**src/hdl/assert_macros.svh**
```systemverilog
// Assertion macros used by the top-level RTL file of the gap NACK generator.
`ifndef ASSERT_MACROS_SVH
`define ASSERT_MACROS_SVH

`ifndef SYNTH

// Checks that cond holds at every rising clock edge outside reset.
`define GNACK_ASSERT_ALWAYS(lbl, clk, rst, cond, msg) \
   lbl: assert property (@(posedge clk) disable iff (rst) (cond)) else $error(msg);

// Checks that cons holds whenever ante holds, outside reset.
`define GNACK_ASSERT_IMPLIES(lbl, clk, rst, ante, cons, msg) \
   lbl: assert property (@(posedge clk) disable iff (rst) (ante) |-> (cons)) else $error(msg);

`else

`define GNACK_ASSERT_ALWAYS(lbl, clk, rst, cond, msg)
`define GNACK_ASSERT_IMPLIES(lbl, clk, rst, ante, cons, msg)

`endif

`endif

```
**src/hdl/gnack_pkg.sv**
```systemverilog
// Package with the types, constants and helpers of the gap NACK generator.
`timescale 1ns / 1ps

package gnack_pkg;

   localparam int SEQ_W       = 16;
   localparam int MASK_W      = 16;
   localparam int BITS_W      = 4;   // enough to hold a shift of up to MASK_W-1
   // Entries of the command queue; must be a power of two.
   localparam int QUEUE_DEPTH = 2;

   // One gap to be reported, handed from the front end to the back end.
   typedef struct packed {
      logic [SEQ_W-1:0] start_seq;
      logic [SEQ_W-1:0] end_seq;
      logic             truncated;
   } gnack_cmd_type;

   typedef enum logic [1:0] {
      BACK_IDLE = 2'b01,
      BACK_RUN  = 2'b10
   } gnack_back_state_type;

   // True when a is strictly after b in 16-bit sequence space.
   function automatic logic seq_after(input logic [SEQ_W-1:0] a,
                                      input logic [SEQ_W-1:0] b);
      logic [SEQ_W-1:0] d;
      d = a - b;
      return (d != '0) && !d[SEQ_W-1];
   endfunction

endpackage

```
**src/hdl/gnack_front.sv**
```systemverilog
// Front end: takes each received sequence number, detects gaps and queues them.
`timescale 1ns / 1ps

module gnack_front import gnack_pkg::*; #(
   parameter int MAX_NACK_ITEMS = 64,
   parameter int MASK_SPAN      = 16
) (
   input  logic             clock,
   input  logic             reset,
   input  logic             req_valid,
   output logic             req_ready,
   input  logic [SEQ_W-1:0] req_seq_number,
   input  logic [SEQ_W-1:0] req_last_delivered_seq,
   input  logic             req_first_delivered,
   input  logic             req_congested,
   output logic             push_valid,
   input  logic             push_ready,
   output gnack_cmd_type    push_cmd
);

   localparam logic [SEQ_W-1:0] ItemLimit = SEQ_W'(MAX_NACK_ITEMS * MASK_SPAN);

   logic [SEQ_W-1:0] nack_mark_ff, nack_mark_in;
   logic [SEQ_W-1:0] delivered_mark, nacked_mark, start_seq, span_len;
   logic             accept, gap, suppress;

   assign req_ready = push_ready;
   assign accept    = req_valid && req_ready;

   always_comb begin
      delivered_mark = req_last_delivered_seq + SEQ_W'(1);
      nacked_mark    = nack_mark_ff + SEQ_W'(1);
      gap = req_first_delivered
         && seq_after(req_seq_number, delivered_mark)
         && seq_after(req_seq_number, nacked_mark);
      // The first missing number follows the later of the two marks.
      start_seq = seq_after(delivered_mark, nack_mark_ff) ? delivered_mark : nacked_mark;
      span_len  = req_seq_number - start_seq;
      // A congested gap is dropped entirely, including the mark update.
      suppress  = gap && req_congested;

      push_valid          = accept && gap && !req_congested;
      push_cmd.start_seq  = start_seq;
      push_cmd.end_seq    = req_seq_number;
      push_cmd.truncated  = span_len > ItemLimit;

      nack_mark_in = nack_mark_ff;
      if (accept && !suppress && seq_after(req_seq_number, nack_mark_ff)) begin
         nack_mark_in = req_seq_number;
      end
   end

   always_ff @(posedge clock) begin
      if (reset) begin
         nack_mark_ff <= '0;
      end else begin
         nack_mark_ff <= nack_mark_in;
      end
   end

endmodule

```
**src/hdl/gnack_queue.sv**
```systemverilog
// Small command queue between the front end and the back end.
`timescale 1ns / 1ps

module gnack_queue import gnack_pkg::*; (
   input  logic          clock,
   input  logic          reset,
   input  logic          push_valid,
   output logic          push_ready,
   input  gnack_cmd_type push_cmd,
   output logic          pop_valid,
   input  logic          pop_ready,
   output gnack_cmd_type pop_cmd
);

   localparam int PtrW = (QUEUE_DEPTH > 1) ? $clog2(QUEUE_DEPTH) : 1;

   gnack_cmd_type entry_ff [QUEUE_DEPTH];
   logic [PtrW-1:0] wr_ptr_ff, wr_ptr_in, rd_ptr_ff, rd_ptr_in;
   logic [PtrW:0]   count_ff, count_in;
   logic            do_push, do_pop;

   assign push_ready = count_ff != (PtrW + 1)'(QUEUE_DEPTH);
   assign pop_valid  = count_ff != '0;
   assign pop_cmd    = entry_ff[rd_ptr_ff];
   assign do_push    = push_valid && push_ready;
   assign do_pop     = pop_valid && pop_ready;

   always_comb begin
      wr_ptr_in = do_push ? wr_ptr_ff + PtrW'(1) : wr_ptr_ff;
      rd_ptr_in = do_pop ? rd_ptr_ff + PtrW'(1) : rd_ptr_ff;
      count_in  = count_ff;
      if (do_push && !do_pop) begin
         count_in = count_ff + (PtrW + 1)'(1);
      end else if (do_pop && !do_push) begin
         count_in = count_ff - (PtrW + 1)'(1);
      end
   end

   always_ff @(posedge clock) begin
      if (reset) begin
         wr_ptr_ff <= '0;
         rd_ptr_ff <= '0;
         count_ff  <= '0;
      end else begin
         wr_ptr_ff <= wr_ptr_in;
         rd_ptr_ff <= rd_ptr_in;
         count_ff  <= count_in;
      end
   end

   always_ff @(posedge clock) begin
      if (do_push) begin
         entry_ff[wr_ptr_ff] <= push_cmd;
      end
   end

endmodule

```
**src/hdl/gnack_back.sv**
```systemverilog
// Back end: walks one queued gap, issuing its NACK transactions one per cycle unless the output stalls.
`timescale 1ns / 1ps

module gnack_back import gnack_pkg::*; #(
   parameter int MAX_NACK_ITEMS = 64,
   parameter int MASK_SPAN      = 16
) (
   input  logic              clock,
   input  logic              reset,
   input  logic              pop_valid,
   output logic              pop_ready,
   input  gnack_cmd_type     pop_cmd,
   output logic              rsp_valid,
   input  logic              rsp_ready,
   output logic [SEQ_W-1:0]  rsp_nack_pid,
   output logic [MASK_W-1:0] rsp_nack_mask,
   output logic              rsp_run_end,
   output logic              rsp_truncated
);

   localparam int CntW = (MAX_NACK_ITEMS > 1) ? $clog2(MAX_NACK_ITEMS) : 1;

   gnack_back_state_type state_ff, state_in;
   logic [SEQ_W-1:0]  pid_ff, pid_in, end_seq_ff;
   logic              trunc_ff;
   logic [CntW-1:0]   cnt_ff, cnt_in;
   logic              rsp_valid_ff, rsp_valid_in;
   logic [SEQ_W-1:0]  rsp_pid_ff;
   logic [MASK_W-1:0] rsp_mask_ff;
   logic              rsp_last_ff, rsp_trunc_ff;
   logic [SEQ_W-1:0]  remaining, rem_minus_one;
   logic [BITS_W-1:0] mask_bits;
   logic [MASK_W-1:0] mask;
   logic              last_item, emit, load;

   assign pop_ready = (state_ff == BACK_IDLE);
   assign load      = pop_valid && pop_ready;
   assign emit      = (state_ff == BACK_RUN) && (!rsp_valid_ff || rsp_ready);

   always_comb begin
      remaining     = end_seq_ff - pid_ff;
      rem_minus_one = remaining - SEQ_W'(1);
      if (rem_minus_one > SEQ_W'(MASK_SPAN - 1)) begin
         mask_bits = BITS_W'(MASK_SPAN - 1);
      end else begin
         mask_bits = rem_minus_one[BITS_W-1:0];
      end
      mask = (MASK_W'(1) << mask_bits) - MASK_W'(1);
      last_item = (remaining <= SEQ_W'(MASK_SPAN)) || (cnt_ff == CntW'(MAX_NACK_ITEMS - 1));

      state_in = state_ff;
      pid_in   = pid_ff;
      cnt_in   = cnt_ff;
      case (state_ff)
         BACK_IDLE: begin
            if (load) begin
               state_in = BACK_RUN;
               pid_in   = pop_cmd.start_seq;
               cnt_in   = '0;
            end
         end
         BACK_RUN: begin
            if (emit) begin
               pid_in = pid_ff + SEQ_W'(MASK_SPAN);
               cnt_in = cnt_ff + CntW'(1);
               if (last_item) begin
                  state_in = BACK_IDLE;
               end
            end
         end
         default: begin
            state_in = BACK_IDLE;
         end
      endcase

      if (emit) begin
         rsp_valid_in = 1'b1;
      end else if (rsp_ready) begin
         rsp_valid_in = 1'b0;
      end else begin
         rsp_valid_in = rsp_valid_ff;
      end
   end

   always_ff @(posedge clock) begin
      if (reset) begin
         state_ff     <= BACK_IDLE;
         rsp_valid_ff <= 1'b0;
      end else begin
         state_ff     <= state_in;
         rsp_valid_ff <= rsp_valid_in;
      end
   end

   always_ff @(posedge clock) begin
      pid_ff <= pid_in;
      cnt_ff <= cnt_in;
      if (load) begin
         end_seq_ff <= pop_cmd.end_seq;
         trunc_ff   <= pop_cmd.truncated;
      end
      if (emit) begin
         rsp_pid_ff   <= pid_ff;
         rsp_mask_ff  <= mask;
         rsp_last_ff  <= last_item;
         rsp_trunc_ff <= trunc_ff;
      end
   end

   assign rsp_valid     = rsp_valid_ff;
   assign rsp_nack_pid  = rsp_pid_ff;
   assign rsp_nack_mask = rsp_mask_ff;
   assign rsp_run_end   = rsp_last_ff;
   assign rsp_truncated = rsp_trunc_ff;

endmodule

```
**src/hdl/rtp_gap_nack_generator_core.sv**
```systemverilog
// Top level of the RTP gap NACK generator: front end, command queue and back end.
//
// For every received RTP sequence number this block checks, modulo 2^16, whether the
// number jumps past both the last delivered sequence and the last NACKed sequence. If
// it does, and congestion is not reported, it issues generic NACK transactions (a PID
// and a loss mask) covering every missing sequence from just after the later of the
// two marks up to, but not including, the received number, MASK_SPAN sequences per
// transaction. A run is capped at MAX_NACK_ITEMS transactions; every transaction of a
// capped run has truncated set, and the final one of any run has the run-end flag set.
// Timing: an input transaction is taken by the front end, which updates the last NACKed
// mark at once and places a gap command in a two-entry queue. The back end fetches a
// command in its idle state and then issues one NACK per cycle while the result channel
// is ready. While the back end is working, the front end keeps taking transactions until
// the queue is full.
`timescale 1ns / 1ps
`include "assert_macros.svh"

module rtp_gap_nack_generator_core import gnack_pkg::*; #(
   parameter int MAX_NACK_ITEMS = 64,
   parameter int MASK_SPAN      = 16
) (
   input  logic              clock,
   input  logic              reset,
   input  logic              req_valid,
   output logic              req_ready,
   input  logic [SEQ_W-1:0]  req_seq_number,
   input  logic [SEQ_W-1:0]  req_last_delivered_seq,
   input  logic              req_first_delivered,
   input  logic              req_congested,
   output logic              rsp_valid,
   input  logic              rsp_ready,
   output logic [SEQ_W-1:0]  rsp_nack_pid,
   output logic [MASK_W-1:0] rsp_nack_mask,
   output logic              rsp_run_end,
   output logic              rsp_truncated
);

   // A full span sets every mask bit below MASK_SPAN-1.
   localparam logic [MASK_W-1:0] FullMask = MASK_W'((1 << (MASK_SPAN - 1)) - 1);

   logic          push_valid, push_ready, pop_valid, pop_ready;
   gnack_cmd_type push_cmd, pop_cmd;
   logic          mid_run, full_ok, mask_ok;

   // The front end owns the last NACKed mark, so the next packet is judged
   // against it even while earlier runs are still queued.
   gnack_front #(
      .MAX_NACK_ITEMS (MAX_NACK_ITEMS),
      .MASK_SPAN      (MASK_SPAN)
   ) u_front (
      .clock                  (clock),
      .reset                  (reset),
      .req_valid              (req_valid),
      .req_ready              (req_ready),
      .req_seq_number         (req_seq_number),
      .req_last_delivered_seq (req_last_delivered_seq),
      .req_first_delivered    (req_first_delivered),
      .req_congested          (req_congested),
      .push_valid             (push_valid),
      .push_ready             (push_ready),
      .push_cmd               (push_cmd)
   );

   gnack_queue u_queue (
      .clock      (clock),
      .reset      (reset),
      .push_valid (push_valid),
      .push_ready (push_ready),
      .push_cmd   (push_cmd),
      .pop_valid  (pop_valid),
      .pop_ready  (pop_ready),
      .pop_cmd    (pop_cmd)
   );

   gnack_back #(
      .MAX_NACK_ITEMS (MAX_NACK_ITEMS),
      .MASK_SPAN      (MASK_SPAN)
   ) u_back (
      .clock         (clock),
      .reset         (reset),
      .pop_valid     (pop_valid),
      .pop_ready     (pop_ready),
      .pop_cmd       (pop_cmd),
      .rsp_valid     (rsp_valid),
      .rsp_ready     (rsp_ready),
      .rsp_nack_pid  (rsp_nack_pid),
      .rsp_nack_mask (rsp_nack_mask),
      .rsp_run_end   (rsp_run_end),
      .rsp_truncated (rsp_truncated)
   );

   assign mid_run = rsp_valid && !rsp_run_end;
   assign full_ok = rsp_nack_mask == FullMask;
   assign mask_ok = (((rsp_nack_mask + MASK_W'(1)) & rsp_nack_mask) == '0)
                    && ((rsp_nack_mask & ~FullMask) == '0);

   // Every NACK before the final one of its run covers a whole span.
   `GNACK_ASSERT_IMPLIES(a_full_span, clock, reset, mid_run, full_ok, "partial mask mid-run")

   // The loss mask is always a run of ones starting at bit zero, within the span.
   `GNACK_ASSERT_IMPLIES(a_mask_shape, clock, reset, rsp_valid, mask_ok, "malformed NACK mask")

   // An empty queue is never reported as full.
   `GNACK_ASSERT_IMPLIES(a_queue_drain, clock, reset, !pop_valid, push_ready, "queue full while empty")

endmodule

```
**config.mk**
```make
export PLATFORM = sky130hd
export DESIGN_NAME = rtp_gap_nack_generator_core
export DESIGN_NICKNAME = d
export VERILOG_FILES = /design/src/hdl/gnack_pkg.sv /design/src/hdl/gnack_front.sv /design/src/hdl/gnack_queue.sv /design/src/hdl/gnack_back.sv /design/src/hdl/rtp_gap_nack_generator_core.sv
export VERILOG_INCLUDE_DIRS = /design/src /design/src/hdl
export SDC_FILE = /design/constraint.sdc
export NUM_CORES = 1
export LEC_CHECK = 0
export BUFFER_PORTS_ARGS = -buffer_cell sky130_fd_sc_hd__buf_2
export CORE_MARGIN = 5
export CORE_UTILIZATION = 67
export CTS_CLUSTER_DIAMETER = 100
export DETAILED_ROUTE_END_ITERATION = 12
export GPL_ROUTABILITY_DRIVEN = 0
export PLACE_DENSITY = 0.87
export SYNTH_ARGS = -nofsm -noshare
export SYNTH_HDL_FRONTEND = slang
export SYNTH_SLANG_ARGS = --single-unit
```
**constraint.sdc**
```tcl
create_clock -name clock -period 14.9 [get_ports clock]
set_input_delay 1.49 -clock clock [delete_from_list [all_inputs] [get_ports clock]]
set_output_delay 1.49 -clock clock [all_outputs]
set_load 0.005 [all_outputs]
```
# Yosys cells after proc, flatten, opt, wreduce, memory -nomap -nowiden
# Memory sizes are Yosys's and may differ from the RTL's. A register that Yosys moved wholly into a read port is not among the register bits.
# Index checks and enable logic that the tools add are counted.
[word_totals]
register_bits = 96
ram_bits = 66
input_bits = 38
out_inout_bits = 36
mem_count = 1
[mem_list]
columns = ["memory", "words", "word_bits", "rd", "rd_clocked_by_memory_dff", "wr", "line_no", "rtl"]
rows = [
  ["u_queue.entry_ff", 2, 33, 1, 1, 1, "gnack_queue.sv:17", "gnack_cmd_type entry_ff [QUEUE_DEPTH];"],
]
[classes]
add_sub_neg = 16
magnitude_cmp = 3
eq_ne = 7
n_shift = 1
mux = 20
reduce_logical = 38
[ops]
columns = ["cell", "count"]
rows = [
  ["$sub A16 B16 Y16", 6],
  ["$reduce_bool A16 Y1", 4],
  ["$mux W16", 3],
  ["$add A16 B1 Y16 const B", 2],
  ["$pmux W16 S2", 1],
  ["$logic_and A1 B1 Y1", 17],
  ["$add A16 B5 Y16 const B", 1],
  ["$gt A16 B11 Y1 const B", 1],
  ["$gt A16 B4 Y1 const B", 1],
  ["$le A16 B5 Y1 const B", 1],
  ["$shl A1 B4 Y16 const A", 1],
  ["$sub A16 B1 Y16 const B", 1],
  ["$sub A16 B2 Y16 const B", 1],
  ["$mux W6", 2],
  ["$pmux W6 S2", 1],
  ["$mux W2", 5],
  ["$logic_not A1 Y1", 9],
  ["$reduce_bool A2 Y1", 4],
  ["$add A6 B1 Y6 const B", 1],
  ["$eq A6 B6 Y1 const B", 1],
  ["$mux W1", 6],
  ["$reduce_and A3 Y1", 2],
  ["$mux W4", 1],
  ["$ne A2 B1 Y1 const B", 2],
  ["other kinds (8)", 11],
]

# Depth between registers and ports, before layout
# Gate-level depths: netlist (run 1).
[logic_depth]
ltp_word = 13
ltp_mapped = 31
mapped_depth_nobuf = 28

# Cells and area by module
# From an unflattened synthesis (run 1), not the netlist that was laid out.
[hier_totals]
hier_cells = 1237
hier_area_um2 = 12135.4
[by_module_without_submodules]
columns = ["module", "instances", "cells_each", "area_each_um2", "seq_area_each_um2"]
rows = [
  ["gnack_front", 1, 727, 5273.8, 320.3],
  ["gnack_back", 1, 383, 4265.3, 2252.2],
  ["gnack_queue", 1, 127, 2596.2, 2082.0],
]

# Worst setup path after synthesis (run 1)
# Ideal clock, no wire load.
[synth_path]
path_type = "input-to-reg"
start = "in req_last_delivered_seq[0]"
end = "mem u_queue.entry_ff[0][0] in the netlist's numbering (data pin)"
t_arrival_ps = 7051
path_slack_ps = 7580
stages = 26
path_buffers = 2
cell_sequence = "nand3_1 nor4_2 nand3_1 xor2_1 inv_1 ha_1 nor3b_1 a2111oi_0 nand4_1 a2111oi_0 o2111ai_1 o31a_1 clkbuf_1 buf_2 mux2i_1 ha_1 nor2b_1 o21a_1 o31a_1 o311ai_0 o21ai_0 a31o_2 a2111oi_0 nand3b_1 nor2b_1 mux2i_1"
[synth_rtl]
columns = ["element", "line_no", "rtl"]
rows = [
  ["start: declaration", "rtp_gap_nack_generator_core.sv:27", "input logic [SEQ_W-1:0] req_last_delivered_seq,"],
  ["end: declaration", "gnack_queue.sv:17", ""],
]

==> impl_metrics.py, run 1 <==
metrics = {
    "outcome": {
        "outcome": "complete, no violations",
    },
    "setup_path": {
        "cp.arrival_ns": 7.95,
        "cp-start-kind": "input port",
        "crit_end": "u_queue.entry_ff[0][0]",
        "required_ns": 15.05,
        "cp_slowest_cell": "o31a_1",
        "r2r-start": "u_front.nack_mark_ff[0]",
        "cp_max_fo": 16,
        "worstSetupStartpoint": "req_last_delivered_seq[0]",
        "crit_family": "compound AO/OA/AOI/OAI gates",
        "worst-path-buf-inv": 2,
        "reg2reg_to": "u_queue.entry_ff[0][0]",
        "crit_path_end_kind": "flip-flop",
        "critical-path-max-stage-delay_ns": 0.60,
        "crit_top_cell": "a2111oi_0",
        "ff2ff_path_depth": 22,
        "worstSetupPathDepth": 25,
        "worstSetupPathType": "input port to flip-flop",
        "r2r_slack_ns": 8.36,
    },
    "sta": {
        "fin_crit_sh_pct": 52.4,
        "setup_viol": 0,
        "fin_crit_ns": 7.81,
        "skew_ns": 0.0111,
        "hold_violations": 0,
        "worstMarginPinSlew_ns": 1.22,
        "setup_ws_ns": 7.09,
        "slew_headroom_pct": 18.9,
        "report.final.slew_viol_count": 0,
        "tns_ns": 0,
        "max_freq_ghz": 0.128,
        "grt_setup_unrepaired": "false",
    },
    "detailed_routing": {
        "vias": 10700,
        "first_iter_violations": 965,
        "drt_pass1_iterations": 6,
        "drc": 0,
        "wl_per_cell_um": 20.5,
        "wl_met1_um": 12300,
        "antenna_left": 0,
        "routed_wl_um": 32600,
        "via_per_inst": 6.70,
        "top_layer_used": "met4",
        "met2_length_um": 15300,
        "route.met3.wl_um": 2870,
    },
    "cells_and_area": {
        "layout_commonest_cell": "edfxtp_1",
        "nets": 1493,
        "areaGrowthSynthToFinish_pct": 9.29,
        "layout_common_cells": "edfxtp_1, inv_1, ha_1",
        "final_area_um2": 13600,
        "drive_gt1_share_pct": 11.5,
    },
    "floorplan": {
        "initial_utilization_pct": 68.6,
        "die_x_um": 146,
        "core_region_area_um2": 18100,
        "rows": 49,
        "ioPinCount": 74,
        "fp.dieH_um": 146,
        "die_area_um2": 21400,
    },
    "placed_design": {
        "port_buffers": 73,
        "dp_hpwl_um": 24600,
        "placed_area_um2": 13000,
        "pre_cts_ws_ns": 6.74,
    },
    "yosys": {
        "yosysWarningCount": 0,
        "synth_area_leader_cell": "edfxtp_1",
        "ys_seq_area_share_pct": 37.4,
        "synth.distinct_cells": 89,
        "synth_ff_type": "edfxtp_1",
        "synth_edf_count": 139,
        "syn_inst": 1288,
        "ys_seq_elements": 163,
        "avgSynthCellArea_um2": 9.66,
        "synth_top_area_share_pct": 33.5,
        "async_flop_share_pct": 0,
        "synthTopCellsByArea": "edfxtp_1, ha_1, xnor2_1, dfxtp_1, mux2i_1",
        "syn_area_um2": 12400,
        "synth.net_count": 1432,
    },
    "run": {
        "drv_cap": 0,
    },
    "pwr": {
        "p_leak_uw": 0.00522,
        "irDropWorstVdd_uv": 120,
        "power.density_nw_per_um2": 181,
    },
    "clock_network": {
        "cts_root_buf": "clkbuf_16",
        "tritoncts": "done",
        "hold_buffers": 0,
        "clockBufferDepth": 2,
        "cts_sinks": 163,
        "cts-resized-gates": 0,
        "cts-buffers-inserted": 17,
        "cts_setup_buffers": 0,
        "cts.clk_slew.worst_paths_ns": 0.07,
        "ctsHtreeMaxLevel": 4,
        "insertion_delay_ns": 0.43,
    },
    "global_route": {
        "grt_pass1_vias": 10300,
        "grt-ovfl-total": 0,
        "grt_max_degree": 41,
        "antenna_found_initial": 0,
        "grt_pass1_wl_um": 51900,
        "grtUsageTotal_pct": 30.0,
    },
    "hold_path": {
        "worst_hold_path_type": "flip-flop to flip-flop",
    },
}
-- worst min path at each step --
stage / startpoint / end / depth (start not counted)
floorplan: u_back.trunc_ff / u_back.rsp_truncated / 0
global placement: u_back.trunc_ff / u_back.rsp_truncated / 0
detailed placement: u_back.trunc_ff / u_back.rsp_truncated / 0
CTS: u_back.trunc_ff / u_back.rsp_truncated / 0
global route: u_back.trunc_ff / u_back.rsp_truncated / 0
finish: u_back.trunc_ff / u_back.rsp_truncated / 0
-- layout make-up --
| cell class | instances | area (um2) |
|---|---|---|
| clock buffer | 17 | 425 |
| timing repair buffer | 80 | 418 |
| tap | 229 | 287 |
| antenna | 1 | 2.50 |
| fill | 1273 | 4550 |
| multi-input combinational | 978 | 7230 |
| clock inverter | 15 | 176 |
| inverter | 109 | 409 |
| sequential | 163 | 4650 |
-- routing by layer --
metal / GRT usage (%) / up-vias
li1: - / 4968
met1: 36.2 / 4961
met2: 49.4 / 592
met3: 5.95 / 152
met4: 19.0 / 0
met5: 0 / -
-- registers in the layout, indices dropped and copies added (netlist names), 2 cells and up, named ones only --
signal,flops
u_back.rsp_nack_mask,16
u_front.nack_mark_ff,16
u_queue.count_ff,2
u_back.state_ff,2
u_back.cnt_ff,6
u_queue.entry_ff,66
u_back.rsp_nack_pid,16
u_back.end_seq_ff,16
u_back.pid_ff,16
-- worst reg2reg max path, cell delays in order, from the launching register on --
cell and delay [ns]:
dfxtp_1 0.51, ha_1 0.26, inv_1 0.06, fa_1 0.40, a21o_1 0.18, a21oi_1 0.21
o21ai_0 0.17, or3_1 0.33, a2111oi_0 0.42, o2111ai_1 0.18, o31a_1 0.60, mux2i_1 0.45
ha_1 0.31, nor2b_1 0.13, o21a_1 0.19, o31a_1 0.24, o311ai_0 0.34, o21ai_0 0.23
a31o_2 0.31, a2111oi_0 0.35, nand3b_1 0.17, nor2b_1 0.13, mux2i_1 0.09
-- power by group --
group	total [uW]	switching (uW)	internal [uW]
sequential	670	53.8	616
clock	435	207	228
combinational	1350	845	506
total	2460	1110	1350
-- kinds of logic after synthesis --
logic type                 after synthesis  share of synthesized area [%]
xor gates and xnor gates                87                           6.23
DFF                                    163                           37.4
AOI/OAI and AO/OA                      340                           18.9
buffers and inverters                  147                           4.59
muxes                                   63                           5.29
adders and majority gates              106                           11.0
and+or+nand+nor                        381                           16.5
other                                    1                         0.0301
-- per-stage QoR --
stage | utilization [%] | power (uW) | instances | hold slack, ns
2_1_floorplan | - | 1670 | 1288 | 0.400
3_3_place_gp | 71.6 | 1930 | 1559 | 0.412
3_5_place_dp | 71.6 | 1980 | 1559 | 0.419
4_1_cts | 74.9 | 2430 | 1591 | 0.434
5_1_grt | 74.9 | 2610 | 1591 | 0.453
6_report | 75.0 | 2460 | 1592 | 0.431
-- synthesized netlist by cell type, drive strengths merged (6+ instances only) --
library cell	n
nor2b	26
mux2	22
o22ai	8
nand4	16
nand3	32
xor2	30
buf	11
clkbuf	27
o31a	7
o21bai	10
nand3b	8
a21oi	59
mux2i	41
inv	109
a2111oi	6
o41ai	6
or3	13
dfxtp	24
a211oi	15
a31oi	11
and2	14
a21o	22
o2111ai	8
o21ai	81
xnor2	56
o211ai	11
nor3	25
and3	18
o31ai	22
edfxtp	139
fa	6
o21a	17
nor4	11
ha	100
nor2	80
or4b	14
nand2	82
nor4b	6
nand2b	16
a221oi	6
No activity file was read; power rests on OpenSTA's default activity.
==> run 2, diff against run 1 <==
--- a/config.mk
+++ b/config.mk
@@ -8,11 +8,11 @@
 export LEC_CHECK = 0
 export BUFFER_PORTS_ARGS = -buffer_cell sky130_fd_sc_hd__buf_2
 export CORE_MARGIN = 5
-export CORE_UTILIZATION = 67
+export CORE_UTILIZATION = 57
 export CTS_CLUSTER_DIAMETER = 100
 export DETAILED_ROUTE_END_ITERATION = 12
 export GPL_ROUTABILITY_DRIVEN = 0
-export PLACE_DENSITY = 0.87
+export PLACE_DENSITY = 0.78
 export SYNTH_ARGS = -nofsm -noshare
 export SYNTH_HDL_FRONTEND = slang
 export SYNTH_SLANG_ARGS = --single-unit
==> constraint.sdc (replaced) <==
create_clock -name clock -period 7.1 [get_ports clock]
set_input_delay 0.71 -clock clock [delete_from_list [all_inputs] [get_ports clock]]
set_output_delay 0.71 -clock clock [all_outputs]
set_load 0.005 [all_outputs]
==> run 2 against run 1 <==
- sequential power rose by 110%
- critical path type unchanged
- clock power rose by 120%
- clock skew rose by 0.0032 ns
- critical endpoint is now u_queue.entry_ff[1][0]
==> impl_metrics.py, run 2 (synthesis results as in run 1) <==
metrics = {
    "sta": {
        "grt_setup_unrepaired": "false",
        "setup_viol": 0,
        "report.final.slew_viol_count": 0,
        "fin_crit_ns": 6.66,
        "slew_headroom_pct": 34.7,
        "skew_ns": 0.0144,
        "tns_ns": 0,
        "holdWs_ns": 0.444,
        "fin_crit_sh_pct": 93.7,
        "max_freq_ghz": 0.150,
        "hold_violations": 0,
        "worstMarginPinSlew_ns": 0.975,
    },
    "global_route": {
        "globalRouteMet3Util_pct": 4.35,
        "grt_busiest_layer": "met2",
        "grt_pass1_vias": 9856,
        "antenna_found_initial": 0,
        "grt_max_degree": 39,
        "grt-ovfl-total": 0,
        "grt_pass1_wl_um": 50700,
        "gr-usage-met2_pct": 43.0,
        "grtUsageTotal_pct": 26.0,
        "grtUsageMet1_pct": 32.0,
    },
    "clock_network": {
        "cts_root_buf": "clkbuf_16",
        "cts-buffers-inserted": 17,
        "ctsHtreeMaxLevel": 4,
        "tritoncts": "done",
        "cts_sinks": 163,
        "clockBufferDepth": 2,
        "cts.clk_slew.worst_paths_ns": 0.07,
        "insertion_delay_ns": 0.43,
    },
    "detailed_routing": {
        "drt_pass1_iterations": 5,
        "first_iter_violations": 777,
        "routed_wl_um": 32500,
        "wl_per_cell_um": 19.7,
        "drc": 0,
        "via_per_inst": 6.35,
        "vias": 10500,
        "antenna_left": 0,
    },
    "setup_path": {
        "cp.arrival_ns": 6.81,
        "worstSetupPathType": "input port to flip-flop",
        "cp_max_fo": 8,
        "cp_slowest_cell": "o31a_1",
        "crit_top_cell": "a2111oi_0",
        "crit_path_end_kind": "flip-flop",
        "required_ns": 7.26,
        "worst-path-buf-inv": 2,
        "cp-start-kind": "input port",
        "crit_family": "compound AO/OA/AOI/OAI gates",
        "critical-path-max-stage-delay_ns": 0.46,
    },
    "placed_design": {
        "dp_hpwl_um": 25100,
        "placed_area_um2": 13100,
        "port_buffers": 73,
    },
    "floorplan": {
        "ioPinCount": 74,
        "die_x_um": 158,
        "rows": 54,
        "core_region_area_um2": 21700,
        "fp.dieH_um": 158,
        "die_area_um2": 24900,
        "initial_utilization_pct": 57.4,
    },
    "cells_and_area": {
        "nets": 1502,
        "regMostFlops": "u_queue.entry_ff",
        "layout_common_cells": "edfxtp_1, inv_1, ha_1",
        "diodes": 0,
        "final_area_um2": 13800,
        "areaGrowthSynthToFinish_pct": 10.7,
        "layout_commonest_cell": "edfxtp_1",
        "final_util_pct": 63.5,
        "largest_reg_flops": 66,
        "fillers": 1723,
        "drive_gt1_share_pct": 12.3,
    },
    "pwr": {
        "power.density_nw_per_um2": 375,
        "irDropWorstVdd_uv": 210,
        "p_leak_uw": 0.00528,
        "power.total_uw": 5170,
    },
    "outcome": {
        "outcome": "complete, no violations",
    },
    "hold_path": {
        "worst_hold_path_type": "flip-flop to flip-flop",
    },
    "run": {
        "drv_cap": 0,
    },
}
==> run 2: metrics by stage <==
stage,instances,setup WS [ns]
floorplan,1288,0.560
global placement,1619,0.390
detailed placement,1619,0.118
CTS,1651,0.561
global route,1651,0.0155
finish,1651,0.444
==> run 2: timing repair <==
item / CTS / global route
buffers inserted: 0 / 0
endpoints found under the hold margin: 0 / 0
gates resized for setup: 0 / 2
hold buffers: 0 / 0
endpoints found under the setup margin: 0 / 2
==> run 2: final cells by class <==
| class | count | area [um2] | area share (%) |
|---|---|---|---|
| multi-input combinational | 978 | 7240 | 52.6 |
| sequential | 163 | 4650 | 33.8 |
| tap | 280 | 350 | 2.54 |
| clock inverter | 15 | 209 | 1.52 |
| inverter | 109 | 409 | 2.97 |
| clock buffer | 17 | 425 | 3.09 |
| timing repair buffer | 89 | 485 | 3.52 |
==> run 2: routing by layer <==
metal	part of all wire (%)	wire length, um
met1	40	12900
met2	46	15000
met3	8.0	2600
met4	6.2	2000
met5	0	0
==> run 2: worst register-to-register path, cell delays in order, from the launching register on <==
cell	delay, ns
dfxtp_1	0.47
ha_1	0.25
inv_1	0.06
fa_1	0.39
a21o_1	0.18
a21oi_1	0.25
o21ai_0	0.19
or3_1	0.36
a2111oi_0	0.46
o2111ai_1	0.21
o31a_1	0.46
mux2i_1	0.27
ha_1	0.27
nor2b_1	0.13
o21a_1	0.19
o31a_1	0.26
o311ai_0	0.41
o21ai_0	0.24
a31o_2	0.32
a2111oi_0	0.37
nand3b_1	0.18
nor2b_1	0.13
mux2i_1	0.08
==> run 2: where the power goes <==
part,switching (uW),internal [uW],leakage (uW)
clock network,434,512,0.000302
logic,1740,1070,0.00356
registers,117,1290,0.00142
total,2290,2880,0.00528
==> run 2: worst paths after layout <==
| kind | start | endpoint | slack (ns) | cells after the start |
|---|---|---|---|---|
| max | req_last_delivered_seq[0] | u_queue.entry_ff[1][0] | 0.44 | 25 |
| min | u_back.trunc_ff | u_back.rsp_truncated | 0.44 | 0 |
| max reg2reg | u_front.nack_mark_ff[0] | u_queue.entry_ff[1][0] | 0.71 | 22 |
| min reg2reg | u_back.trunc_ff | u_back.rsp_truncated | 0.44 | 0 |
==> run 3, diff against run 2 <==
--- a/config.mk
+++ b/config.mk
@@ -8,11 +8,12 @@
 export LEC_CHECK = 0
 export BUFFER_PORTS_ARGS = -buffer_cell sky130_fd_sc_hd__buf_2
 export CORE_MARGIN = 5
-export CORE_UTILIZATION = 57
+export CORE_UTILIZATION = 56
 export CTS_CLUSTER_DIAMETER = 100
 export DETAILED_ROUTE_END_ITERATION = 12
 export GPL_ROUTABILITY_DRIVEN = 0
-export PLACE_DENSITY = 0.78
+export PLACE_DENSITY = 0.77
 export SYNTH_ARGS = -nofsm -noshare
 export SYNTH_HDL_FRONTEND = slang
+export SYNTH_HIERARCHICAL = 1
 export SYNTH_SLANG_ARGS = --single-unit
==> run 3 against run 2 <==
- die area fell by 0.70%
- sequential share of layout area rose by 0.57 points
- via count fell by 8.5%
- core utilization rose by 0.53 points
- cell count fell by 1.4%
- largest power group unchanged
- clock skew fell by 0.0023 ns
==> impl_metrics.py, run 3 <==
metrics = {
    "cells_and_area": {
        "areaGrowthSynthToFinish_pct": 11.7,
        "final_area_um2": 13600,
        "layout_common_cells": "edfxtp_1, inv_1, ha_1",
        "diodes": 0,
        "largest_reg_flops": 66,
        "final_util_pct": 64.1,
        "drive_gt1_share_pct": 17.1,
        "fillers": 1723,
        "regMostFlops": "u_queue/entry_ff",
        "layout_commonest_cell": "edfxtp_1",
        "nets": 1480,
    },
    "clock_network": {
        "ctsHtreeMaxLevel": 4,
        "hold_buffers": 0,
        "clockBufferDepth": 2,
        "cts.clk_slew.worst_paths_ns": 0.07,
        "cts-buffers-inserted": 17,
        "insertion_delay_ns": 0.43,
        "cts_root_buf": "clkbuf_16",
        "cts-resized-gates": 0,
        "tritoncts": "done",
        "cts_setup_buffers": 0,
        "cts_sinks": 163,
    },
    "yosys": {
        "yosysWarningCount": 6,
        "ys_seq_area_share_pct": 38.4,
        "synth_area_leader_cell": "edfxtp_1",
        "synth_ff_type": "edfxtp_1",
        "synth.distinct_cells": 93,
        "synth_edf_count": 139,
        "syn_inst": 1237,
        "async_flop_share_pct": 0,
        "synth_top_area_share_pct": 34.4,
        "syn_area_um2": 12100,
        "synth_commonest_cells": "edfxtp_1, inv_1, ha_1",
        "synthTopCellsByArea": "edfxtp_1, ha_1, xnor2_1, dfxtp_1, mux2_2",
        "ys_seq_elements": 163,
        "synth_most_common_cell": "edfxtp_1",
        "synth.net_count": 1377,
        "avgSynthCellArea_um2": 9.81,
    },
    "global_route": {
        "grt_pass1_wl_um": 45100,
        "grt_max_degree": 39,
        "grtUsageTotal_pct": 22.9,
        "grt_pass1_vias": 9321,
        "grt-ovfl-total": 0,
        "antenna_found_initial": 0,
    },
    "setup_path": {
        "crit_path_end_kind": "flip-flop",
        "crit_family": "compound AO/OA/AOI/OAI gates",
        "cp_slowest_cell": "a2111oi_4",
        "worst-path-buf-inv": 3,
        "worstSetupPathType": "input port to flip-flop",
        "crit_top_cell": "ha_1",
        "cp.arrival_ns": 6.78,
        "required_ns": 7.26,
        "critical-path-max-stage-delay_ns": 0.43,
        "cp-start-kind": "input port",
        "cp_max_fo": 6,
    },
    "sta": {
        "setup_viol": 0,
        "fin_crit_sh_pct": 93.3,
        "skew_ns": 0.0121,
        "fin_crit_ns": 6.62,
        "hold_violations": 0,
        "report.final.slew_viol_count": 0,
        "tns_ns": 0,
        "max_freq_ghz": 0.151,
        "grt_setup_unrepaired": "false",
        "worstMarginPinSlew_ns": 0.914,
        "slew_headroom_pct": 38.9,
    },
    "placed_design": {
        "port_buffers": 73,
        "placed_area_um2": 13000,
        "dp_hpwl_um": 21800,
    },
    "detailed_routing": {
        "vias": 9596,
        "drt_pass1_iterations": 5,
        "wl_per_cell_um": 17.2,
        "antenna_left": 0,
        "drc": 0,
        "via_per_inst": 5.89,
        "first_iter_violations": 611,
        "routed_wl_um": 27900,
    },
    "floorplan": {
        "fp.dieH_um": 157,
        "rows": 53,
        "initial_utilization_pct": 57.4,
        "ioPinCount": 74,
        "core_region_area_um2": 21200,
        "die_x_um": 157,
        "die_area_um2": 24700,
    },
    "pwr": {
        "power.total_uw": 5060,
        "power.density_nw_per_um2": 374,
        "p_leak_uw": 0.00522,
        "irDropWorstVdd_uv": 323,
    },
    "hold_path": {
        "worst_hold_path_type": "flip-flop to flip-flop",
    },
    "run": {
        "drv_cap": 0,
    },
    "outcome": {
        "outcome": "complete, no violations",
    },
}
==> run 3: cell types whose count changed after synthesis, sizes merged, moves of 11 or more <==
cell | before | now
mux2 | 22 | 42
a21oi | 59 | 75
o31ai | 22 | 6
buf | 11 | 25
clkbuf | 27 | 13
mux2i | 41 | 27
nor2 | 80 | 94
or4b | 14 | 1
nand3 | 32 | 44
xnor2 | 56 | 67
==> run 3: cell families after synthesis <==
family          synth area share, %
buf+inv                        5.03
compound gates                 15.7
fa+ha+maj                      11.0
flops                          38.4
xor+xnor                       7.94
mux                            6.16
other cells                  0.0309
simple gates                   15.8
==> run 3: final cells by class <==
type	instances	area (um2)	share of cell area, %
Multi-Input combinational cell	933	6890	50.9
Sequential cell	163	4650	34.3
Timing Repair Buffer	122	733	5.41
Clock buffer	19	433	3.19
Inverter	103	387	2.85
Tap cell	275	344	2.54
Clock inverter	13	108	0.794
==> run 3: per-stage QoR <==
step | hold slack (ns) | instances | setup WS (ns)
after global routing | 0.454 | 1628 | 0.0282
final | 0.416 | 1628 | 0.477
after detailed placement | 0.405 | 1596 | -0.110
after CTS | 0.419 | 1628 | 0.348
after floorplan | 0.400 | 1237 | 0.162
after global placement | 0.409 | 1596 | 0.0456
==> run 3: report_power, final <==
group          internal [uW]  switching [uW]
Sequential              1270            95.6
Combinational           1110            1740
Clock                    480             367
Total                   2860            2210
==> run 3: final timing paths <==
| check | from | end | slack (ns) | cells past startpoint |
|---|---|---|---|---|
| worst min-delay path | u_back/trunc_ff | u_back/rsp_truncated | 0.42 | 0 |
| worst min register to register | u_back/trunc_ff | u_back/rsp_truncated | 0.42 | 0 |
| worst max-delay path | req_last_delivered_seq[0] | u_queue/entry_ff[1][0] | 0.48 | 28 |
| worst max register to register | u_front/nack_mark_ff[0] | u_queue/entry_ff[1][0] | 0.96 | 24 |
==> run 3: routing by layer <==
metal  global-route usage (%)  share of wire (%)
met5                        0                  0
met4                     11.5                4.5
met3                     3.11                4.6
met2                     40.2                 49
met1                     27.6                 42
